## src/rg32_pkg.sv

```systemverilog
// Shared types, constants and round functions for the RadioGatun[32] hash core.
package rg32_pkg;

  localparam int MILL_WORDS            = 19;
  localparam int BELT_COLS             = 13;
  localparam int BELT_ROWS             = 3;
  localparam int FINAL_ROUNDS          = 17;
  localparam int MAX_OUT_WORDS_DEFAULT = 64;
  localparam int OUT_WORDS_RESET       = 8;
  localparam int QUEUE_DEPTH           = 2;
  localparam int QUEUE_PTR_W           = $clog2(QUEUE_DEPTH);
  localparam int QUEUE_CNT_W           = $clog2(QUEUE_DEPTH + 1);

  typedef logic [31:0] word_t;
  typedef word_t [MILL_WORDS-1:0] mill_t;
  typedef word_t [BELT_ROWS*BELT_COLS-1:0] belt_t;

  typedef struct packed {
    mill_t mill;
    belt_t belt;
  } rg_state_t;

  localparam word_t MILL_PAD = 32'h0000_0001;
  localparam word_t PAD_WORD = 32'h0000_0001;

  // Item classes handed from the front to the back
  typedef enum logic [1:0] {
    OP_WORD,         // plain message word
    OP_FINAL_PADDED, // final word with pad byte already merged in
    OP_FINAL_FULL    // final word with four bytes; pad word follows
  } op_e;

  typedef struct packed {
    word_t word;
    op_e   op;
  } q_entry_t;

  typedef enum logic [1:0] {
    ST_IDLE,
    ST_PAD,
    ST_ROUNDS,
    ST_SQUEEZE
  } back_state_e;

  // Source mill word for each lane of the gamma/pi step: (7*i) mod 19
  localparam int MILL_IDX [MILL_WORDS] = '{
    0, 7, 14, 2, 9, 16, 4, 11, 18, 6, 13, 1, 8, 15, 3, 10, 17, 5, 12
  };

  // Rotate amount for each lane: i*(i+1)/2 mod 32
  localparam int ROT_AMT [MILL_WORDS] = '{
    0, 1, 3, 6, 10, 15, 21, 28, 4, 13, 23, 2, 14, 27, 9, 24, 8, 25, 11
  };

  function automatic word_t rotr(word_t x, int n);
    logic [63:0] t;
    t = {x, x} >> n;
    return t[31:0];
  endfunction

  function automatic int wrap19(int v);
    int r;
    r = v;
    if (r >= MILL_WORDS) r = r - MILL_WORDS;
    return r;
  endfunction

  // One belt-mill round
  function automatic rg_state_t rg_round(rg_state_t s);
    mill_t     m;
    mill_t     a;
    mill_t     nm;
    belt_t     b;
    belt_t     nb;
    word_t     k;
    int        i;
    int        r;
    int        c;
    int        row;
    int        idx;
    rg_state_t res;
    m   = s.mill;
    b   = s.belt;
    row = 0;
    // mill feeds the belt
    for (i = 0; i < 12; i++) begin
      b[row*BELT_COLS + i] = b[row*BELT_COLS + i] ^ m[i+1];
      row = (row == 2) ? 0 : row + 1;
    end
    // belt rows rotate by one column
    for (r = 0; r < BELT_ROWS; r++) begin
      for (c = 0; c < BELT_COLS; c++) begin
        if (c == 0) nb[r*BELT_COLS] = b[r*BELT_COLS + BELT_COLS - 1];
        else        nb[r*BELT_COLS + c] = b[r*BELT_COLS + c - 1];
      end
    end
    for (i = 0; i < MILL_WORDS; i++) begin
      idx  = MILL_IDX[i];
      k    = m[idx] ^ (m[wrap19(idx + 1)] | ~m[wrap19(idx + 2)]);
      a[i] = rotr(k, ROT_AMT[i]);
    end
    for (i = 0; i < MILL_WORDS; i++) begin
      nm[i] = a[i] ^ a[wrap19(i + 1)] ^ a[wrap19(i + 4)];
    end
    nm[0] = nm[0] ^ MILL_PAD;
    // belt feeds the mill
    for (r = 0; r < BELT_ROWS; r++) begin
      nm[13 + r] = nm[13 + r] ^ nb[r*BELT_COLS];
    end
    res.mill = nm;
    res.belt = nb;
    return res;
  endfunction

  // XOR one word into belt row pos and mill word 16+pos
  function automatic rg_state_t rg_absorb(rg_state_t s, logic [1:0] pos, word_t w);
    rg_state_t res;
    res = s;
    case (pos)
      2'd0: begin
        res.belt[0]  = s.belt[0] ^ w;
        res.mill[16] = s.mill[16] ^ w;
      end
      2'd1: begin
        res.belt[BELT_COLS] = s.belt[BELT_COLS] ^ w;
        res.mill[17]        = s.mill[17] ^ w;
      end
      default: begin
        res.belt[2*BELT_COLS] = s.belt[2*BELT_COLS] ^ w;
        res.mill[18]          = s.mill[18] ^ w;
      end
    endcase
    return res;
  endfunction

endpackage

```

## src/rg32_front.sv

```systemverilog
// Front end: accepts message items, applies final-word padding, queues them for the back end.
module rg32_front (
  input  logic              clk_i,
  input  logic              rst_ni,
  input  logic              in_valid_i,
  output logic              in_ready_o,
  input  rg32_pkg::word_t   msg_word_i,
  input  logic [2:0]        byte_count_i,
  input  logic              final_req_i,
  output logic              q_valid_o,
  output rg32_pkg::q_entry_t q_entry_o,
  input  logic              q_ready_i
);
  import rg32_pkg::*;

  q_entry_t               mem_q [QUEUE_DEPTH];
  logic [QUEUE_PTR_W-1:0] wr_ptr_q, wr_ptr_d;
  logic [QUEUE_PTR_W-1:0] rd_ptr_q, rd_ptr_d;
  logic [QUEUE_CNT_W-1:0] cnt_q, cnt_d;
  logic                   push, pop;
  q_entry_t               entry;

  // Classify the item and merge the pad byte for a short final word
  always_comb begin
    entry.word = msg_word_i;
    entry.op   = OP_WORD;
    if (final_req_i) begin
      entry.op = OP_FINAL_PADDED;
      case (byte_count_i)
        3'd0:    entry.word = PAD_WORD;
        3'd1:    entry.word = {16'h0000, 8'h01, msg_word_i[7:0]};
        3'd2:    entry.word = {8'h00, 8'h01, msg_word_i[15:0]};
        3'd3:    entry.word = {8'h01, msg_word_i[23:0]};
        default: entry.op   = OP_FINAL_FULL;
      endcase
    end
  end

  assign in_ready_o = (cnt_q != QUEUE_CNT_W'(QUEUE_DEPTH));
  assign push       = in_valid_i && in_ready_o;
  assign q_valid_o  = (cnt_q != '0);
  assign pop        = q_valid_o && q_ready_i;
  assign q_entry_o  = mem_q[rd_ptr_q];

  always_comb begin
    wr_ptr_d = push ? wr_ptr_q + 1'b1 : wr_ptr_q;
    rd_ptr_d = pop ? rd_ptr_q + 1'b1 : rd_ptr_q;
    cnt_d    = cnt_q;
    if (push && !pop) cnt_d = cnt_q + 1'b1;
    else if (pop && !push) cnt_d = cnt_q - 1'b1;
  end

  always_ff @(posedge clk_i or negedge rst_ni) begin
    if (!rst_ni) begin
      wr_ptr_q <= '0;
      rd_ptr_q <= '0;
      cnt_q    <= '0;
    end else begin
      wr_ptr_q <= wr_ptr_d;
      rd_ptr_q <= rd_ptr_d;
      cnt_q    <= cnt_d;
    end
  end

  always_ff @(posedge clk_i) begin
    if (push) begin
      mem_q[wr_ptr_q] <= entry;
    end
  end

endmodule

```

## config.mk

```make
export PLATFORM = sky130hd
export DESIGN_NAME = rg32_front
export DESIGN_NICKNAME = d
export VERILOG_FILES = /design/src/rg32_pkg.sv /design/src/rg32_front.sv
export SDC_FILE = /design/constraint.sdc
export NUM_CORES = 1
export LEC_CHECK = 0
export ABC_AREA = 1
export ABC_CLOCK_PERIOD_IN_PS = 3300
export BUFFER_PORTS_ARGS = -buffer_cell sky130_fd_sc_hd__buf_4
export CAP_MARGIN = 20
export CORE_MARGIN = 1.5
export CORE_UTILIZATION = 53
export DETAILED_ROUTE_END_ITERATION = 7
export PLACE_DENSITY = 0.81
export RECOVER_POWER = 25
export SYNTH_ARGS = -nofsm -noshare
export SYNTH_HDL_FRONTEND = slang
export SYNTH_SLANG_ARGS = --single-unit
```

## constraint.sdc

```tcl
create_clock -name clk_i -period 3.3 [get_ports clk_i]
set_clock_uncertainty 0.1 [all_clocks]
set_input_delay 0.495 -clock clk_i [delete_from_list [all_inputs] [get_ports clk_i]]
set_output_delay 0.495 -clock clk_i [all_outputs]
set_load 0.1 [all_outputs]
```

# ---- Yosys cells after proc, flatten, opt, wreduce, memory -nomap -nowiden
# Memories as Yosys holds them, arrays and structs flattened.
# Index checks and enable logic that the tools add are counted.
dict set report totals {
  mem_count 1
  input_bits 40
  word_cells 29
  register_bits 4
  ram_bits 68
}
# memory words word_bits rd rd_clocked_by_memory_dff write_ports line
set mem_list {}
lappend mem_list {mem_q 2 34 1 0 1 rg32_front.sv:16} ;# q_entry_t mem_q [QUEUE_DEPTH];
dict set report classes {
  eq_ne 4
  n_reduce_logical 10
  mux 7
  addsub 4
}
# cell n
set ops {}
lappend ops {{32-bit one-hot mux with 4 select lines} 1}
lappend ops {{34-bit two-way mux} 1}
lappend ops {{3-bit by 2-bit equality test with 1-bit output, second input constant} 2}
lappend ops {{2-bit two-way mux} 3}
lappend ops {{1-bit logical AND} 4}
lappend ops {{2-bit nonzero test} 2}
lappend ops {{4-bit OR reduction} 1}
lappend ops {{3-bit by 1-bit equality test with 1-bit output, second input constant} 1}
lappend ops {{3-bit logical NOT} 1}
lappend ops {{1-bit adder, second input constant} 2}
lappend ops {{2-bit by 1-bit adder with 2-bit output, second input constant} 1}
lappend ops {{1-bit logical NOT} 2}
lappend ops {{1-bit two-way mux} 2}
lappend ops {{2-bit inequality test, second input constant} 1}
lappend ops {{2-bit by 1-bit subtractor with 2-bit output, second input constant} 1}

# ---- Longest topological paths before layout
# Gate-level depths: netlist (run 1).
dict set report depth {
  depth_word 6
  ltp_mapped 10
}

# ---- Worst setup path after synthesis (run 1)
# Ideal clock, no wire load.
dict set report synth_path {
  kind {flip-flop to flip-flop}
  from {reg cnt_q[0]}
  to {mem mem_q[0][0] (netlist name), enable pin}
  period_less_slack_ns 3.367
  slack_ns -0.067
  path_stages_with_launch 5
  t_arrival_ns 2.841
  cell_sequence {dfrtp_1 > inv_1 > nand2_1 > nand2_1 > nor2_1}
}
dict set report synth_between {
  elab_chain_cells 4
}
# item line
set synth_rtl {}
lappend synth_rtl {{from (decl)} rg32_front.sv:19} ;# logic [QUEUE_CNT_W-1:0] cnt_q, cnt_d;
lappend synth_rtl {{from (signal assigned)} rg32_front.sv:61} ;# cnt_q <= cnt_d;
lappend synth_rtl {{2-bit inequality test} rg32_front.sv:39} ;# assign in_ready_o = (cnt_q != QUEUE_CNT_W'(QUEUE_DEPTH));
lappend synth_rtl {{net in_ready_o} rg32_front.sv:6} ;# output logic in_ready_o,
lappend synth_rtl {{1-bit logical AND} rg32_front.sv:40} ;# assign push = in_valid_i && in_ready_o;
lappend synth_rtl {{1-bit two-way mux} rg32_front.sv:66} ;# if (push) begin
lappend synth_rtl {{1-bit two-way mux (not written as such)} rg32_front.sv:67} ;# mem_q[wr_ptr_q] <= entry;
lappend synth_rtl {{to (decl)} rg32_front.sv:16}
# The timed path passes the listed nets, and every way through them passes these cells.

==> results of run 1 <==
-- path summary, 6_finish.rpt --
path | cells after the start | slack [ns] | end | from
setup / recovery | 4 | 0.98 | q_entry_o[4] | rd_ptr_q
hold / removal | 3 | 0.31 | rd_ptr_q | q_ready_i
setup reg to reg | 4 | 1.27 | mem_q[0][23] | cnt_q[0]
hold reg to reg | 1 | 0.41 | cnt_q[0] | cnt_q[0]
max in group asynchronous | 2 | 2.49 | wr_ptr_q | rst_ni
min in group asynchronous | 2 | 0.43 | cnt_q[1] | rst_ni
-- cells in the mapped netlist, drive strengths merged --
| library cell | count |
|---|---|
| xor2 | 1 |
| dfrtp | 4 |
| ha | 1 |
| nor2 | 26 |
| nand2 | 126 |
| nand3 | 3 |
| edfxtp | 68 |
| a21oi | 1 |
| nand4 | 1 |
| buf | 8 |
| xnor2 | 1 |
| inv | 45 |
-- metrics by stage --
step                setup slack (ns)  area (sq um)  util [%]  setup TNS [ns]  hold slack [ns]
finish                         0.977          3800      69.1               0            0.309
global route                   0.817          3800      69.1               0            0.327
CTS                            0.943          3860      70.1               0            0.303
detailed placement              1.20          3660      66.5               0            0.194
global placement                1.28          3660      66.5               0            0.194
floorplan                    -0.0667          3040         -           -4.53           0.0994
-- critical path, stage by stage, from the launching register on --
cell and delay (ns):
dfrtp_1 0.39, inv_2 0.44, nand2_1 0.15, nand2_1 0.11, buf_4 0.29
-- routing by layer --
layer  share of wire [%]  GRT usage, %  vias up
met5                   0             0        -
met4                 1.5          9.29        0
met3                 4.2          4.25        8
met2                  53          34.1       47
met1                  41          23.4      959
li1                    -             -     1045
-- flip-flops by register name (all words and copies together) (netlist names) --
register  flops
wr_ptr_q      1
mem_q        68
cnt_q         2
rd_ptr_q      1
-- cell type report --
type | instances | area (sq um) | area share, %
clock buffer | 9 | 124 | 3.26
clock inverter | 7 | 62.6 | 1.65
inverter | 45 | 170 | 4.48
multi-input combinational | 160 | 644 | 16.9
sequential | 72 | 2140 | 56.3
tap | 72 | 90.1 | 2.37
timing repair buffer | 77 | 569 | 15.0
-- cells by family (layout without fill, tap and decap cells) --
logic type,after synthesis,count (layout),share of synthesized area (%)
adder cells (fa/ha/maj),1,1,0.412
flip-flops,72,72,70.5
AND/OR/NAND/NOR,156,156,20.9
AO/OA/AOI/OAI,1,1,0.165
XOR/XNOR,2,2,0.576
buffers and inverters,53,138,7.49
==> run_results.csv, run 1 <==
group,metric,value,unit
sta,fin_crit_sh,70.4,%
clock_tree,cts-root-buf,"clkbuf_8",
logic_synthesis,synth_cell_type_count,20,
sta,fmax,430,MHz
sta,setup_viol,0,
critical_path,end_kind,"output port",
logic_synthesis,ys_seq_area_share,70.5,%
sta,maxSlewHeadroom,34.8,%
detailed_routing,dr.pass1.iters,4,
sta,rsz0062_at_grt,"false",
logic_synthesis,ys.warnings.count,0,
global_routing,antenna_found_initial,0,
clock_tree,cts_tree,"done",
min_path,hold_class,"input port to register",
logic_synthesis,post-synth-top-area-cell,"edfxtp_1",
clock_tree,postCtsHoldBufs,1,
logic_synthesis,avgSynthCellArea,10.7,sq um
floorplan,initial_core_util,55.2,%
floorplan,die_h,78.7,microns
layout,final_cell_mix,"nand2_1 (125), buf_4 (73), edfxtp_1 (68)",
clock_tree,ctsResizeCount,0,
run,cap_violations,0,
logic_synthesis,synth_top_area_share,67.2,%
clock_tree,cts_setup_buffers,0,
global_routing,grt_usage,19.7,%
layout,syn2layout_area_growth,25.1,%
placed_design,dp_hpwl,3820,microns
logic_synthesis,synth_cells,285,
detailed_routing,drt_iter0_drc,144,
run_status,status,"finished, final reports clean",
layout,stdcell_count,442,
clock_tree,path_clk_slew,0.07,ns
critical_path,crit_arrival,1.73,ns
floorplan,ios,76,
logic_synthesis,syn_nets,326,
layout,final_common_cell,"nand2_1",
clock_tree,clk_latency,0.33,ns
global_routing,grt_overflow,0,
global_routing,grt_pass1_vias,2013,
sta,maxSlewViolCount,0,
global_routing,grt_pass1_wl,8990,microns
clock_tree,cts.htree.levels,3,
clock_tree,clockBufferDepth,2,
clock_tree,cts_inserted_buffers,9,
critical_path,path_class,"register to output port",
placed_design,numPlacedInstances,425,
detailed_routing,wire_per_inst,12.9,microns
sta,final.min_clock_period,2.32,ns
global_routing,grt_start_max_net_pins,36,
floorplan,die-area,0.00620,sq mm
critical_path,cp-start-kind,"register",
detailed_routing,postRouteAntennaNets,0,
detailed_routing,wirelength,5720,microns
layout,drive_above_1_share,24.9,%
layout,diodes,0,
logic_synthesis,synth_area,0.00304,sq mm
detailed_routing,routed-via-count,2059,
floorplan,row_count,27,
logic_synthesis,synth-seq-cells,72,
logic_synthesis,ys_top_cells_by_area,"edfxtp_1 (67%), nand2_1 (15%), inv_1 (5.2%)",
critical_path,critPathMaxFanout,35,
floorplan,die_w,78.7,microns
sta,tightest_slew,0.976,ns
floorplan,core_area,0.00551,sq mm
sta,hold_violations,0,
layout,final_nets,406,
placed_design,io_buffers,75,
layout,fillers,431,
critical_path,crit_required,2.70,ns
clock_tree,cts_num_sinks,72,
detailed_routing,vias_per_cell,4.66,
detailed_routing,route.detailed.drc,0,
placed_design,gp_congestion,0.703,
Power of run 1 is not shown: default switching activity piles up to over one toggle a cycle in this logic, so the estimate is an artifact.
==> run 2, diff against run 1 <==
ABC_CLOCK_PERIOD_IN_PS = 2200   (was 3300)
clock period = 2.2 ns   (was 3.3 ns; I/O delays follow)
==> run 2 against run 1 <==
Cell count increased by 0.23%. Core utilization increased by 0.61 points. Design area increased by 0.89%. Register-to-register slack got worse by 0.75 ns. Via count increased by 1.0%. Worst setup slack got worse by 0.76 ns. Sequential share of layout area decreased by 0.50 points. Global-route usage increased by 1.1 points. Critical path depth increased by 1. First-iteration DRC count unchanged. Flip-flop and latch count unchanged. Non-clock buffer count increased by 4. Highest routed layer unchanged.
==> run_results.csv, run 2 (synthesis results as in run 1) <==
group,metric,value,unit
layout,final_cell_mix,"nand2_1 (123), buf_4 (75), edfxtp_1 (68)",
global_routing,grt_start_max_net_pins,35,
detailed_routing,drt_iter0_drc,144,
global_routing,grt_pass1_wl,9430,microns
layout,largest_reg_flops,68,
critical_path,end_kind,"output port",
critical_path,crit_family,"buffers and inverters",
sta,rsz0062_at_grt,"false",
sta,hold_violations,0,
layout,top_regs,"mem_q: 68 flops, cnt_q: 2 flops",
global_routing,grt_overflow,0,
global_routing,antenna_found_initial,0,
clock_tree,clk_latency,0.32,ns
clock_tree,path_clk_slew,0.06,ns
floorplan,die-area,0.00620,sq mm
critical_path,crit_buf_inv,3,
sta,setup_viol,0,
sta,final.min_clock_period,1.98,ns
critical_path,cp_slowest_cell,"dfrtp_1",
run,cap_violations,0,
detailed_routing,vias_per_cell,4.70,
floorplan,die_w,78.7,microns
sta,fin_crit_sh,90.1,%
run_status,status,"finished, final reports clean",
floorplan,initial_core_util,55.2,%
detailed_routing,route.detailed.drc,0,
min_path,holdPathStages,3,
layout,diodes,0,
detailed_routing,wire_per_inst,13.0,microns
critical_path,worst_path_most_repeated_cell,"nand2_1",
critical_path,path_cells,"inv_2, buf_12, nand2_1, nand2_1, buf_4",
layout,syn2layout_area_growth,26.2,%
clock_tree,cts_num_sinks,72,
global_routing,grt_pass1_vias,2039,
detailed_routing,postRouteAntennaNets,0,
critical_path,crit_arrival,1.55,ns
critical_path,path_class,"register to output port",
clock_tree,cts_tree,"done",
clock_tree,cts_setup_buffers,0,
clock_tree,cts.htree.levels,3,
clock_tree,ctsResizeCount,0,
detailed_routing,dr.pass1.iters,6,
floorplan,die_h,78.7,microns
floorplan,row_count,27,
global_routing,grt_usage,20.8,%
sta,fmax,504,MHz
placed_design,dp_hpwl,3850,microns
sta,tightest_slew,0.901,ns
critical_path,crit_required,1.77,ns
detailed_routing,routed-via-count,2080,
sta,setup-tns-final,0,ns
critical_path,cp-start-kind,"register",
sta,maxSlewViolCount,0,
placed_design,gp_congestion,0.728,
placed_design,io_buffers,75,
min_path,hold_class,"input port to register",
critical_path,path_depth,5,
layout,final_nets,410,
detailed_routing,wirelength,5770,microns
layout,final_common_cell,"nand2_1",
floorplan,ios,76,
layout,drive_above_1_share,25.9,%
critical_path,r2r_cells,9,
sta,maxSlewHeadroom,39.7,%
critical_path,slowest_delay,0.40,ns
floorplan,core_area,0.00551,sq mm
critical_path,critPathMaxFanout,27,
layout,regMostFlops,"mem_q",
clock_tree,clockBufferDepth,2,
clock_tree,cts_inserted_buffers,9,
clock_tree,cts-root-buf,"clkbuf_8",
-- run 2: path summary, 6_finish.rpt --
path,start,to,slack [ns]
max,rd_ptr_q,q_entry_o[19],0.22
min,q_ready_i,rd_ptr_q,0.17
max reg2reg,cnt_q[0],cnt_q[1],0.52
min reg2reg,cnt_q[0],cnt_q[0],0.41
max in group asynchronous,rst_ni,rd_ptr_q,1.54
min in group asynchronous,rst_ni,wr_ptr_q,0.27
-- run 2: routing by layer --
| metal | track usage, % | wire (microns) |
|---|---|---|
| met5 | 0 | 0 |
| met4 | 7.86 | 76 |
| met3 | 7.59 | 295 |
| met2 | 35.8 | 3090 |
| met1 | 23.7 | 2310 |
-- run 2: area by class of cell --
cell class              count  area (sq um)
clock buffers              10           128
clock inverters             3          12.5
fillers                   423          1670
inverters                  45           174
multi-input cells         160           649
flip-flops and latches     72          2140
well taps                  72          90.1
repair buffers             81           641
-- run 2: what timing repair did --
action / in CTS / in global routing
setup endpoints to repair: 0 / 0
hold buffers: 1 / 0
hold endpoints to repair: 4 / 0
-- run 2: per-stage QoR --
step / hold slack, ns / area (sq um) / cells / setup WS (ns) / util [%]
after global routing: 0.171 / 3840 / 443 / 0.114 / 69.7
after CTS: 0.154 / 3880 / 443 / 0.206 / 70.5
after floorplan: -0.0656 / 3060 / 285 / 0.000407 / -
after detailed placement: 0.0318 / 3730 / 429 / 0.505 / 67.8
after global placement: 0.0308 / 3730 / 429 / 0.526 / 67.8
final: 0.174 / 3840 / 443 / 0.218 / 69.7
-- run 2: worst register-to-register path, delay by kind of cell, from the launching register on --
family	cells	cell delay (ns)
simple gates	5	0.49
buf+inv	3	0.27
flops	1	0.40
fa+ha+maj	1	0.32
Power of run 2 is left out for the same reason.
